$ cat config.mk
export PLATFORM = sky130hd
export DESIGN_NAME = step_rate_pulse_scheduler
export DESIGN_NICKNAME = d
export VERILOG_FILES = /design/src/design/srps_pkg.sv /design/src/design/srps_div.sv /design/src/design/step_rate_pulse_scheduler.sv
export SDC_FILE = /design/constraint.sdc
export NUM_CORES = 1
export LEC_CHECK = 0
export ABC_AREA = 1
export BUFFER_PORTS_ARGS = -buffer_cell sky130_fd_sc_hd__buf_2
export CAP_MARGIN = 5
export CORE_ASPECT_RATIO = 0.7
export CORE_MARGIN = 2
export CORE_UTILIZATION = 45
export DETAILED_ROUTE_END_ITERATION = 7
export GPL_ROUTABILITY_DRIVEN = 0
export PLACE_DENSITY = 0.71
export SLEW_MARGIN = 20
export SYNTH_ARGS = -nofsm -noshare
export SYNTH_HDL_FRONTEND = slang
export SYNTH_SLANG_ARGS = --single-unit
$ cat constraint.sdc
create_clock -name clk -period 10.35 [get_ports clk]
set_clock_uncertainty 0.15 [all_clocks]
set_input_delay 2.5875 -clock clk [delete_from_list [all_inputs] [get_ports clk]]
set_output_delay 2.5875 -clock clk [all_outputs]
set_load 0.02 [all_outputs]
$ cat src/design/srps_pkg.sv
// ----------------------------------------------------------------------------
// srps_pkg: shared constants and types for the step rate pulse scheduler
// Field widths, rate thresholds, interval constants and the divider status.
// ----------------------------------------------------------------------------
package srps_pkg;

  localparam int FIELD_W      = 48;         // time and position port width
  localparam int RATE_W       = 24;         // one signed rate input
  localparam int SUM_W        = RATE_W + 2; // sum of three rates
  localparam int MAG_W        = SUM_W - 1;  // magnitude of the sum
  localparam int IDLE_LIMIT   = 26;         // below this |sum| the axis rests
  localparam int INTERVAL_NUM = 256000000;  // 1e6 us * 256
  localparam int NUM_W        = 28;         // bits of INTERVAL_NUM
  localparam int QUO_W        = 24;         // quotient bits for |sum| >= 26
  localparam int INTERVAL_MIN = 50;         // shortest step interval in us
  localparam int CNT_W        = $clog2(NUM_W);

  localparam int TIME_BITS_DEF     = 48;
  localparam int POSITION_BITS_DEF = 48;

  typedef struct packed {
    logic busy;
    logic done;
  } div_stat_t;

endpackage

$ cat src/design/srps_div.sv
// ----------------------------------------------------------------------------
// srps_div: serial interval divider
// Restoring radix-2 division of the fixed interval numerator by |sum|,
// one quotient bit per cycle.
// ----------------------------------------------------------------------------
module srps_div
  import srps_pkg::*;
(
  input  logic             clk,
  input  logic             rst_n,
  input  logic             start,
  input  logic [MAG_W-1:0] divisor,
  output div_stat_t        stat,
  output logic [QUO_W-1:0] quotient
);

  logic [CNT_W-1:0] cnt_r, cnt_nxt;
  logic             busy_r, busy_nxt;
  logic             done_r, done_nxt;
  logic [MAG_W-1:0] rem_r, rem_nxt;
  logic [NUM_W-1:0] quo_r, quo_nxt;
  logic [MAG_W-1:0] dvs_r, dvs_nxt;

  logic [MAG_W:0]   part;
  logic [MAG_W+1:0] diff;

  assign part = {rem_r, quo_r[NUM_W-1]};
  assign diff = {1'b0, part} - {2'b00, dvs_r};

  always_comb begin
    cnt_nxt  = cnt_r;
    busy_nxt = busy_r;
    done_nxt = 1'b0;
    rem_nxt  = rem_r;
    quo_nxt  = quo_r;
    dvs_nxt  = dvs_r;
    if (start) begin
      cnt_nxt  = '0;
      busy_nxt = 1'b1;
      rem_nxt  = '0;
      quo_nxt  = NUM_W'(INTERVAL_NUM);
      dvs_nxt  = divisor;
    end else if (busy_r) begin
      // keep the partial remainder when the trial subtract borrows
      if (diff[MAG_W+1]) begin
        rem_nxt = part[MAG_W-1:0];
      end else begin
        rem_nxt = diff[MAG_W-1:0];
      end
      quo_nxt = {quo_r[NUM_W-2:0], ~diff[MAG_W+1]};
      cnt_nxt = cnt_r + CNT_W'(1);
      if (cnt_r == CNT_W'(NUM_W - 1)) begin
        busy_nxt = 1'b0;
        done_nxt = 1'b1;
      end
    end
  end

  always_ff @(posedge clk) begin
    if (!rst_n) begin
      busy_r <= 1'b0;
      done_r <= 1'b0;
      cnt_r  <= '0;
    end else begin
      busy_r <= busy_nxt;
      done_r <= done_nxt;
      cnt_r  <= cnt_nxt;
    end
    rem_r <= rem_nxt;
    quo_r <= quo_nxt;
    dvs_r <= dvs_nxt;
  end

  assign stat.busy = busy_r;
  assign stat.done = done_r;
  assign quotient  = quo_r[QUO_W-1:0];

endmodule

$ cat src/design/step_rate_pulse_scheduler.sv
// ----------------------------------------------------------------------------
// step_rate_pulse_scheduler: step pulse scheduler for one stepper axis
// Turns tick beats with signed rates into step pulses, position and due time.
// ----------------------------------------------------------------------------
// Usage:
//   Input channel (in_valid/in_ready): one beat is either a time tick with
//   three signed rates (in_func = 0) or a position load (in_func = 1).
//   Result channel (out_valid/out_ready): exactly one result beat per input
//   beat, in order: step pulse flag, last direction, position, next wake
//   time (all ones when idle) and the idle flag.
//   Sequencing: a tick that issues a step passes S_EVAL, then runs the
//   interval divider in S_DIV, one quotient bit per cycle, then S_DONE;
//   loads, idle ticks and ticks not yet due go from S_EVAL to S_DONE.
//   The block takes no new beat until the sequencer has written the
//   result of the last one to the result register; in_ready is high only
//   while the sequencer waits for work.
//   The result register parts the two channels: a new beat is taken while a
//   result waits; a finished result holds in the sequencer until the output
//   register frees, so a stalled receiver stalls the block without loss.
//   Reset: no step pending, position zero, direction forward, no result.
// ----------------------------------------------------------------------------
module step_rate_pulse_scheduler
  import srps_pkg::*;
#(
  parameter int TIME_BITS     = TIME_BITS_DEF,
  parameter int POSITION_BITS = POSITION_BITS_DEF
) (
  input  logic                      clk,
  input  logic                      rst_n,
  input  logic                      in_valid,
  output logic                      in_ready,
  input  logic                      in_func,
  input  logic [FIELD_W-1:0]        in_now_us,
  input  logic signed [RATE_W-1:0]  in_manual_rate,
  input  logic signed [RATE_W-1:0]  in_goto_rate,
  input  logic signed [RATE_W-1:0]  in_track_rate,
  input  logic                      in_track_on,
  input  logic signed [FIELD_W-1:0] in_load_value,
  output logic                      out_valid,
  input  logic                      out_ready,
  output logic                      out_step_pulse,
  output logic                      out_direction,
  output logic signed [FIELD_W-1:0] out_position,
  output logic [FIELD_W-1:0]        out_next_wake_us,
  output logic                      out_idle
);

  typedef enum logic [1:0] {S_IDLE, S_EVAL, S_DIV, S_DONE} state_t;
  typedef enum logic [1:0] {ACT_LOAD, ACT_IDLE, ACT_HOLD, ACT_STEP} act_t;

  state_t state_r, state_nxt;
  act_t   act_r, act_nxt;

  // captured beat
  logic                            func_r, func_nxt;
  logic [TIME_BITS-1:0]            now_r, now_nxt;
  logic signed [SUM_W-1:0]         sum_r, sum_nxt;
  logic signed [POSITION_BITS-1:0] load_r, load_nxt;

  // axis state
  logic [TIME_BITS-1:0]            due_r, due_nxt;
  logic signed [POSITION_BITS-1:0] pos_r, pos_nxt;
  logic                            dir_r, dir_nxt;

  // result register
  logic                      out_valid_r, out_valid_nxt;
  logic                      pulse_r, pulse_nxt;
  logic                      odir_r, odir_nxt;
  logic signed [FIELD_W-1:0] opos_r, opos_nxt;
  logic [FIELD_W-1:0]        wake_r, wake_nxt;
  logic                      oidle_r, oidle_nxt;

  // evaluation and divider
  logic                 neg;
  logic [MAG_W-1:0]     mag;
  logic                 below;
  logic [TIME_BITS-1:0] due_m1;
  logic                 is_due;
  logic                 div_start;
  div_stat_t            div_st;
  logic [QUO_W-1:0]     quo;
  logic [QUO_W-1:0]     interval;

  assign neg    = sum_r[SUM_W-1];
  assign mag    = neg ? MAG_W'(-sum_r) : MAG_W'(sum_r);
  assign below  = (mag < MAG_W'(IDLE_LIMIT));
  assign due_m1 = due_r - TIME_BITS'(1);
  assign is_due = (due_r == '0) || (now_r >= due_m1);
  assign interval = (quo < QUO_W'(INTERVAL_MIN)) ? QUO_W'(INTERVAL_MIN) : quo;

  assign div_start = (state_r == S_EVAL) && (act_nxt == ACT_STEP);

  srps_div u_div (
    .clk      (clk),
    .rst_n    (rst_n),
    .start    (div_start),
    .divisor  (mag),
    .stat     (div_st),
    .quotient (quo)
  );

  always_comb begin
    state_nxt     = state_r;
    act_nxt       = act_r;
    func_nxt      = func_r;
    now_nxt       = now_r;
    sum_nxt       = sum_r;
    load_nxt      = load_r;
    due_nxt       = due_r;
    pos_nxt       = pos_r;
    dir_nxt       = dir_r;
    out_valid_nxt = out_valid_r;
    pulse_nxt     = pulse_r;
    odir_nxt      = odir_r;
    opos_nxt      = opos_r;
    wake_nxt      = wake_r;
    oidle_nxt     = oidle_r;

    // drop the result beat once taken
    if (out_valid_r && out_ready) begin
      out_valid_nxt = 1'b0;
    end

    unique case (state_r)
      S_IDLE: begin
        if (in_valid) begin
          func_nxt = in_func;
          now_nxt  = TIME_BITS'(in_now_us);
          sum_nxt  = SUM_W'(in_manual_rate) + SUM_W'(in_goto_rate) +
                     (in_track_on ? SUM_W'(in_track_rate) : SUM_W'(0));
          load_nxt = POSITION_BITS'(in_load_value);
          state_nxt = S_EVAL;
        end
      end
      S_EVAL: begin
        if (func_r) begin
          act_nxt = ACT_LOAD;
        end else if (below) begin
          act_nxt = ACT_IDLE;
        end else if (is_due) begin
          act_nxt = ACT_STEP;
        end else begin
          act_nxt = ACT_HOLD;
        end
        state_nxt = (act_nxt == ACT_STEP) ? S_DIV : S_DONE;
      end
      S_DIV: begin
        if (div_st.done) begin
          state_nxt = S_DONE;
        end
      end
      S_DONE: begin
        // hold here until the result register is free
        if (!out_valid_r || out_ready) begin
          pulse_nxt = 1'b0;
          oidle_nxt = 1'b0;
          unique case (act_r)
            ACT_LOAD: begin
              pos_nxt  = load_r;
              wake_nxt = (due_r != '0) ? FIELD_W'(due_r) : '1;
            end
            ACT_IDLE: begin
              due_nxt   = '0;
              oidle_nxt = 1'b1;
              wake_nxt  = '1;
            end
            ACT_HOLD: begin
              wake_nxt = FIELD_W'(due_r);
            end
            ACT_STEP: begin
              due_nxt   = now_r + TIME_BITS'(interval);
              pos_nxt   = neg ? pos_r - POSITION_BITS'(1) : pos_r + POSITION_BITS'(1);
              dir_nxt   = ~neg;
              pulse_nxt = 1'b1;
              wake_nxt  = FIELD_W'(due_nxt);
            end
            default: begin
              wake_nxt = FIELD_W'(due_r);
            end
          endcase
          odir_nxt      = dir_nxt;
          opos_nxt      = FIELD_W'(pos_nxt);
          out_valid_nxt = 1'b1;
          state_nxt     = S_IDLE;
        end
      end
      default: state_nxt = S_IDLE;
    endcase
  end

  always_ff @(posedge clk) begin
    if (!rst_n) begin
      state_r     <= S_IDLE;
      act_r       <= ACT_HOLD;
      due_r       <= '0;
      pos_r       <= '0;
      dir_r       <= 1'b1;
      out_valid_r <= 1'b0;
    end else begin
      state_r     <= state_nxt;
      act_r       <= act_nxt;
      due_r       <= due_nxt;
      pos_r       <= pos_nxt;
      dir_r       <= dir_nxt;
      out_valid_r <= out_valid_nxt;
    end
    func_r  <= func_nxt;
    now_r   <= now_nxt;
    sum_r   <= sum_nxt;
    load_r  <= load_nxt;
    pulse_r <= pulse_nxt;
    odir_r  <= odir_nxt;
    opos_r  <= opos_nxt;
    wake_r  <= wake_nxt;
    oidle_r <= oidle_nxt;
  end

  assign in_ready         = (state_r == S_IDLE);
  assign out_valid        = out_valid_r;
  assign out_step_pulse   = pulse_r;
  assign out_direction    = odir_r;
  assign out_position     = opos_r;
  assign out_next_wake_us = wake_r;
  assign out_idle         = oidle_r;

`ifndef SYNTHESIS
  a_busy_after_accept: assert property (@(posedge clk) disable iff (!rst_n)
    in_valid && in_ready |=> !in_ready)
    else $error("input taken again right after an accept");

  a_div_done_in_wait: assert property (@(posedge clk) disable iff (!rst_n)
    div_st.done |-> state_r == S_DIV)
    else $error("divider finished outside the wait state");

  a_idle_result: assert property (@(posedge clk) disable iff (!rst_n)
    out_valid && out_idle |-> !out_step_pulse && out_next_wake_us == '1)
    else $error("idle result carries a step or a wake time");

  a_div_only_for_step: assert property (@(posedge clk) disable iff (!rst_n)
    div_st.busy |-> state_r == S_DIV && act_r == ACT_STEP)
    else $error("divider running without a pending step");
`endif

endmodule
After elaboration in Yosys (flattened, before gate mapping)
Index checks and enable logic that the tools add are counted.
Word-level totals
  register bits: 409
  bits of input ports: 174
  output and inout port bits: 101
  logic and storage cells: 94
Cells by class
  add/subtract/negate cells: 9
  $lt $le $gt $ge: 3
  eq/ne operators: 12
  mux-type cells: 29
  bitwise logic cells: 4
  reductions and logical operators: 16
Operator list (number)
  $pmux 48 s2: 2
  $pmux 48 s4: 1
  $mux 48: 2
  $mux 25: 2
  $add 48x2->48 const B: 1
  $add 48x24->48: 1
  $ge 48x48->1: 1
  $logic_not 48->1: 1
  $reduce_bool 48->1: 1
  $sub 48x1->48 const B: 1
  $sub 48x2->48 const B: 1
  $sub 26x25->27: 1
  $add 25x26->26: 1
  $mux 26: 1
  $add 24x24->25: 1
  $lt 25x5->1 const B: 1
  $neg 25->25: 1
  $lt 24x6->1 const B: 1
  $mux 24: 1
  $mux 2: 7
  $eq 2x2->1 const B: 6
  $mux 1: 12
  $pmux 2 s4: 1
  $reduce_and 3->1: 2
  14 further kinds: 23

Logic depth before layout (Yosys ltp)
Gate-level depths: netlist of the first run.
  word-level depth: 11
  depth in mapped cells: 24
  mapped depth without buffers: 23

By module
Synthesis of the first run repeated with hierarchy kept, for this count alone.
Unflattened totals
  cells, all modules: 3886
  area, all modules: 28418.5 µm²
Modules (own cells, without submodules)
  step_rate_pulse_scheduler: times used 1, cells each 3075, area each 22984.5 µm², seq. area each 8708.4 µm²
  srps_div: times used 1, cells each 811, area each 5434.0 µm², seq. area each 1951.9 µm²

Worst setup path before layout of the first run
Ideal clock, no wire load.
  path type: input to register
  from: in out_ready
  to: reg odir_r (netlist: out_direction), enable pin
  setup time: 0.502 ns
  arrival: 5.862 ns
  data required time: 9.698 ns
  setup slack: 3.836 ns
  stages: 3
  path buffers: 1
  cells stage by stage: nor2_1 nor2_1 clkbuf_1
On the way
  longest elaborated chain between the ends: 2
RTL lines
  start: declaration: RTL line step_rate_pulse_scheduler.sv:40  | input logic out_ready,
  $logic_or 1x1->1: RTL line step_rate_pulse_scheduler.sv:154  | if (!out_valid_r || out_ready) begin
  $reduce_and 2->1 (no source line)
  end signal: assignment: RTL line step_rate_pulse_scheduler.sv:212  | odir_r <= odir_nxt;
  end: declaration: RTL line step_rate_pulse_scheduler.sv:68  | logic odir_r, odir_nxt;
Every way passes these cells.
A chain may end at the register's enable or synchronous reset.

Worst setup path in the final report of the first run
  from: reg due_r[0]
  to: reg u_div.dvs_r[0], enable pin
On the way
  longest elaborated chain between the ends: 10
  elaborated cells between the ends (all ways): 11
  those cells by class: add/sub: 1; order compare: 1; eq/ne: 1; mux: 5; reduce/logical: 3
RTL lines
  start: declaration: RTL line step_rate_pulse_scheduler.sv:61  | logic [TIME_BITS-1:0] due_r, due_nxt;
  start signal: assignment: RTL line step_rate_pulse_scheduler.sv:202  | due_r <= due_nxt;
  $sub 48x1->48: RTL line step_rate_pulse_scheduler.sv:87  | assign due_m1 = due_r - TIME_BITS'(1);
  $ge 48x48->1: RTL line step_rate_pulse_scheduler.sv:88  | assign is_due = (due_r == '0) || (now_r >= due_m1);
  $logic_or 1x1->1 *: RTL line step_rate_pulse_scheduler.sv:88
  $mux 1 *: RTL line step_rate_pulse_scheduler.sv:140  | end else if (is_due) begin
  $mux 2 *: RTL line step_rate_pulse_scheduler.sv:138  | end else if (below) begin
  $mux 2 *: RTL line step_rate_pulse_scheduler.sv:136  | if (func_r) begin
  $mux 2 * (2 in series): RTL line step_rate_pulse_scheduler.sv:124  | unique case (state_r)
  $eq 2x2->1 *: RTL line step_rate_pulse_scheduler.sv:91  | assign div_start = (state_r == S_EVAL) && (act_nxt == ACT_STEP);
  $logic_and 1x1->1 *: RTL line step_rate_pulse_scheduler.sv:91
  via div_start: RTL line step_rate_pulse_scheduler.sv:79  | logic div_start;
  end signal: assignment: RTL line srps_div.sv:71  | dvs_r <= dvs_nxt;
  end: declaration: RTL line srps_div.sv:22  | logic [MAG_W-1:0] dvs_r, dvs_nxt;
Mark *: on every way through the listed nets, which the timed path passes. The rest lies on a longest branch. The select of a mux whose other input is x is not followed.

==> reports/results.txt, run 1 <==
Detailed Route WL = 83.1 mm
Worst slew pin tran = 1.21 ns
P_int = 4220 uW
Unrepaired setup endpoints after global routing = no
Htree depth = 2
Endpoint type of the worst setup path = flip-flop
Max-Cap Viols = 0
Post-CTS sizing = 0
Dpl cells = 4,608
CP top delay family = simple AND/OR/NAND/NOR gates
Async set-reset flop share out of synthesis = 0%
Total CTS buffers = 41
Number of synthesized flops with an enable pin = 247
Fin cells = 4,685
Worst-path cell chain = inv_1 > ha_1 > nand2_1 > nor2_1 > nand3_1 > nor2_1 > nand2_1 > inv_1 > nand2_1 > xnor2_1 > inv_1 > ha_1 > nand2_1 > nor2_1 > nand4_1 > nor4_1 > nand3_1 > nand4_1 > nand4_4 > buf_4 > inv_1
Worst-Skew Late Latency = 0.60 ns
Hold bufs inserted after CTS = 0
CP required = 10.40 ns
Synth Warn # = 0
Critical path launch point type = flip-flop
Cell variety after synth = 55
Clk buf depth = 3
Die W = 299 um
Iter 0 DRT Violations = 2,965
Via density = 5.53
Sw Pwr = 3380 uW
Final period utilization = 57.8%
Die ar. = 0.0630 mm2
#FFs+latches synth = 409
Flop pwr share = 31.9%
Cell Rows = 75
CP Buf/Inv Count = 5
Initial core utilization = 45.6%
FILL cells = 5,780
Root Driver = clkbuf_16
Antenna-violating nets left = 0
Comb pwr share = 46.8%
Global Route Usage Sum = 25.8%
Worst hold path class = flip-flop to flip-flop
Pwr Density = 246 mW/mm2
Fin util = 51.3%
Fraction of layout instances using a drive strength above 1 = 11.4%
WS Path Type = flip-flop to flip-flop
CP Data Arrival Time = 6.03 ns
Syn nets = 4,016
Register area = 0.0107 mm2
Largest net degree at the start of global routing = 185
Crit path time final = 5.98 ns
Final Slew Violations = 0
Post-Synthesis Cells = 3,635
CTS tree = built
I/O pin count = 275
Drt wl/cell = 17.7 um
Sequential area share after synthesis = 38.8%
Footprint of the multi-input gates = 0.0146 mm2
Clock sinks = 409
Post-CTS Setup Inserts = 0
Netlist Area Pre-Place = 0.0275 mm2
Vias in the first global route = 23,600
Die extent in y = 211 um
Peak VDD IR = 146 uV
Worst-path clk slew = 0.07 ns
First-pass GRT wire length = 129 mm
Max incr delay on CP = 0.81 ns
Detailed-router iteration count before antenna repair = 6
Synth-to-Final Area Change = 12.5%
Outcome = completed
Buffers on Ports = 274
Slowest CP cell = inv_1
Routed vias = 25,900
Final setup TNS = 0 ns
Antenna violations before repair = 3
Switching part of the total = 44.5%
Max FO, Critical Path = 56
Hpwl dp = 62.7 mm
# nets final = 4,224
Core Footprint = 0.0602 mm2
Clk pwr share = 21.3%
Max_slew headroom = 18.8%
Total grt overflow = 0
LEAKAGE = 0.0145 uW
Final Setup Violations = 0
Mean Syn Cell Area = 7.55 um2
Main synth FF type = edfxtp_1
FMAX = 0.167 GHz
Final Hold Fails = 0
DRC = 0
final timing paths:
check / to / start / depth (start not counted) / slack [ns]
max: u_div.dvs_r[0] / due_r[0] / 21 / 4.37
min: dir_r / dir_r / 2 / 0.32
max reg2reg: u_div.dvs_r[0] / due_r[0] / 21 / 4.37
min reg2reg: dir_r / dir_r / 2 / 0.32
power by group through the flow:
| stage | Combinational [uW] | Clock (uW) | Sequential, uW |
|---|---|---|---|
| finish | 3560 | 1620 | 2420 |
| global route | 3970 | 1700 | 2450 |
| CTS | 3480 | 1650 | 2420 |
| detailed placement | 3460 | 0 | 2450 |
| global placement | 3410 | 0 | 2450 |
| floorplan | 2480 | 0 | 2440 |
synth_stat cells (37+ instances only):
master      n  area share (%)
a21oi_1   378             6.9
clkbuf_1  101             1.4
dfxtp_1   162              12
edfxtp_1  247              27
ha_1      179             8.2
inv_1     429             5.9
nand2_1   814              11
nand3_1   209             3.8
nand4_1    59             1.3
nor2_1    310             4.2
nor3_1     77             1.4
o21ai_0   283             5.2
xnor2_1    37             1.2
xor2_1     62             2.0
registers in the layout, summed over array words and instances (netlist names):
signal / count
out_next_wake_us: 48
out_idle: 1
due_r: 48
act_r: 2
u_div.busy_r: 1
pos_r: 48
u_div.cnt_r: 5
u_div.dvs_r: 25
u_div.done_r: 1
out_direction: 1
load_r: 48
u_div.rem_r: 25
out_position: 48
u_div.quo_r: 28
func_r: 1
sum_r: 26
now_r: 48
state_r: 2
dir_r: 1
out_valid: 1
out_step_pulse: 1
through the flow:
| step | instance area [um2] | hold slack (ns) | setup WS, ns | total power [uW] |
|---|---|---|---|---|
| CTS | 30900 | 0.319 | 4.58 | 7550 |
| detailed placement | 29400 | 0.300 | 4.42 | 5900 |
| finish | 30900 | 0.316 | 4.37 | 7600 |
| floorplan | 27500 | 0.276 | 3.84 | 4930 |
| global placement | 29400 | 0.288 | 4.53 | 5850 |
| global route | 30900 | 0.331 | 4.01 | 8120 |
cells by family after synthesis:
group | count (synthesis) | synth area share, %
DFF | 409 | 38.8
xor gates and xnor gates | 99 | 3.16
muxes | 1 | 0.0365
buffers and inverters | 571 | 8.10
AOI/OAI and AO/OA | 775 | 15.2
and+or+nand+nor | 1573 | 24.5
adders and majority gates | 207 | 10.2
layout make-up:
| class | count | share of cell area, % |
|---|---|---|
| Tap cell | 808 | 3.27 |
| Multi-Input combinational cell | 2655 | 47.3 |
| Clock inverter | 27 | 1.01 |
| Inverter | 445 | 5.42 |
| Timing Repair Buffer | 291 | 4.89 |
| Antenna cell | 1 | 0.00810 |
| Sequential cell | 409 | 34.5 |
| Clock buffer | 49 | 3.62 |
tightest hold or removal path, stage by stage (launching register included):
cell	delay [ns]
dfxtp_1	0.33
nand2_1	0.06
nand3_1	0.05
layout by cell type, fill, tap and decap left out, drive strengths merged, types with 8 or more instances in the layout:
cell type / instances
a21o: 9
a21oi: 378
a31oi: 34
buf: 291
clkbuf: 49
clkinv: 14
dfxtp: 162
edfxtp: 247
fa: 28
ha: 179
inv: 449
nand2: 831
nand3: 210
nand3b: 19
nand4: 60
nor2: 321
nor3: 79
nor4: 26
o211ai: 8
o21a: 22
o21ai: 287
or2: 22
xnor2: 37
xor2: 62
layer usage:
metal / vias to the layer above / track usage, % / wire (um)
li1: 12700 / - / -
met1: 11900 / 38.6 / 38700
met2: 1226 / 36.0 / 32800
met3: 135 / 7.25 / 9670
met4: 0 / 6.62 / 1960
met5: - / 0 / 0
(Power assumes the default switching activity.)
==> run 2, diff against run 1 <==
==> constraint.sdc (replaced) <==
create_clock -name clk -period 5.9 [get_ports clk]
set_clock_uncertainty 0.15 [all_clocks]
set_input_delay 1.475 -clock clk [delete_from_list [all_inputs] [get_ports clk]]
set_output_delay 1.475 -clock clk [all_outputs]
set_load 0.02 [all_outputs]
==> run 2 against run 1 <==
Clock power grew 83%. Sequential power grew 76%. Global-route usage shrank 0.33 points. Largest cell class unchanged. Worst hold slack lost 0.0025 ns. Critical path type unchanged. Setup slack lost 3.3 ns.
==> reports/results.txt, run 2 (synthesis gave the netlist of run 1 again) <==
Outcome = completed
Hpwl dp = 62.2 mm
Flop pwr share = 31.7%
Core Footprint = 0.0602 mm2
Worst slew pin tran = 1.13 ns
DRC = 0
Largest net degree at the start of global routing = 189
Initial core utilization = 45.6%
Worst-Skew Late Latency = 0.61 ns
Worst setup path start = due_r[1]
Dpl cells = 4,612
Unrepaired setup endpoints after global routing = no
Cell Rows = 75
Die W = 299 um
Worst-path cell chain = nor2_1 > nand2_1 > nor3_2 > nand2_1 > inv_1 > nand3_1 > nor2_1 > nand3_1 > nor2_1 > nand3_1 > xor2_1 > ha_1 > nand2_1 > nor2_1 > nand4_1 > nor4_1 > nand3_1 > nand4_1 > nand4_4 > buf_4 > nand2_2 > nor2_1
FMAX = 0.205 GHz
Max incr delay on CP = 0.57 ns
First-pass GRT wire length = 128 mm
Buffers on Ports = 274
Commonest non-fill, non-tap cells in the layout = 814 x nand2_1, 428 x inv_1, 378 x a21oi_1
Comb pwr share = 46.2%
Switching part of the total = 44.0%
P_int = 7530 uW
Post-CTS Setup Inserts = 0
Worst-path clk slew = 0.07 ns
Htree depth = 2
CP Data Arrival Time = 5.19 ns
Root Driver = clkbuf_16
Peak VDD IR = 279 uV
Hold bufs inserted after CTS = 0
Iter 0 DRT Violations = 2,977
Via density = 5.56
Slowest CP cell = nor4_1
Endpoint type of the worst setup path = flip-flop
Global Route Usage Sum = 25.4%
Critical path launch point type = flip-flop
Sw Pwr = 5920 uW
Detailed-router iteration count before antenna repair = 6
Routed vias = 26,100
Clk buf depth = 3
Drt wl/cell = 17.5 um
Final setup TNS = 0 ns
Post-CTS sizing = 0
Clock sinks = 409
Final Slew Violations = 0
CTS tree = built
Post-route setup slack = 1.03 ns
Fin cells = 4,696
Detailed Route WL = 82.2 mm
CP top delay family = simple AND/OR/NAND/NOR gates
LEAKAGE = 0.0146 uW
Max-Cap Viols = 0
Fraction of layout instances using a drive strength above 1 = 11.6%
Max FO, Critical Path = 55
Max_slew headroom = 24.7%
Crit path time final = 4.87 ns
Total CTS buffers = 43
Total power draw = 13,400 uW
Commonest non-fill, non-tap cell in the layout = nand2_1
Placement Setup Slack = 1.16 ns
Antenna violations before repair = 6
Vias in the first global route = 23,600
Die extent in y = 211 um
# nets final = 4,230
Most frequent CP cell = nor2_1
Worst hold path class = flip-flop to flip-flop
Final Setup Violations = 0
CP Buf/Inv Count = 2
Antenna-violating nets left = 0
FILL cells = 5,764
Pwr Density = 433 mW/mm2
Die ar. = 0.0630 mm2
Final period utilization = 82.6%
Min-delay src = dir_r
I/O pin count = 275
Fin util = 51.6%
Total grt overflow = 0
CP required = 6.22 ns
RR Startpoint = due_r[1]
WS Path Type = flip-flop to flip-flop
Clk pwr share = 22.1%
Synth-to-Final Area Change = 13.0%
Final Hold Fails = 0
-- run 2: changes by cell type in the layout (fill, tap and decap cells not counted), sizes merged --
cell | previous run | this run
clkbuf | 49 | 55
buf | 291 | 295
clkinv | 14 | 11
diode | 1 | 4
bufinv | 6 | 7
clkinvlp | 3 | 2
inv | 449 | 450
-- run 2: area by class of cell --
class | count | area, um2 | area share, %
repair buffers | 295 | 1570 | 5.05
clock inverters | 25 | 338 | 1.09
clock buffers | 55 | 1180 | 3.79
well taps | 808 | 1010 | 3.26
flip-flops and latches | 409 | 10700 | 34.4
diodes | 4 | 10.0 | 0.0323
inverters | 445 | 1670 | 5.39
multi-input cells | 2655 | 14600 | 47.0
-- run 2: per-layer routing --
metal | track usage [%] | vias up | wire length (um) | share of wire [%]
met5 | 0 | - | 11 | 0.013
met4 | 7.26 | 2 | 2070 | 2.5
met3 | 5.67 | 147 | 9340 | 11
met2 | 35.3 | 1238 | 32000 | 39
met1 | 39.0 | 12100 | 38700 | 47
li1 | - | 12700 | - | -
-- run 2: power groups by stage --
stage                     Clock (uW)  Combinational [uW]  Sequential [uW]
final                           2970                6210             4260
after global routing            3130                6940             4300
after CTS                       3020                6100             4250
after detailed placement           0                6060             4300
after global placement             0                5980             4290
after floorplan                    0                4360             4290
-- run 2: worst reg2reg max path: stages (launching register included) --
cell and delay [ns]:
dfxtp_1 0.35, nor2_1 0.11, nand2_1 0.09, nor3_2 0.16, nand2_1 0.16, inv_1 0.13, nand3_1 0.14, nor2_1 0.23
nand3_1 0.26, nor2_1 0.29, nand3_1 0.12, xor2_1 0.16, ha_1 0.30, nand2_1 0.07, nor2_1 0.13, nand4_1 0.12
nor4_1 0.57, nand3_1 0.16, nand4_1 0.26, nand4_4 0.12, buf_4 0.35, nand2_2 0.26, nor2_1 0.06
-- run 2: metrics by stage --
step	cell area (um2)	hold slack, ns
floorplan	27500	0.276
global placement	29500	0.289
detailed placement	29500	0.297
CTS	31000	0.313
global route	31000	0.342
finish	31000	0.313
-- run 2: worst paths after layout --
path | endpoint | slack [ns] | cells past startpoint
worst max-delay path | u_div.cnt_r[2] | 1.03 | 22
worst min-delay path | dir_r | 0.31 | 2
worst max register to register | u_div.cnt_r[2] | 1.03 | 22
worst min register to register | dir_r | 0.31 | 2
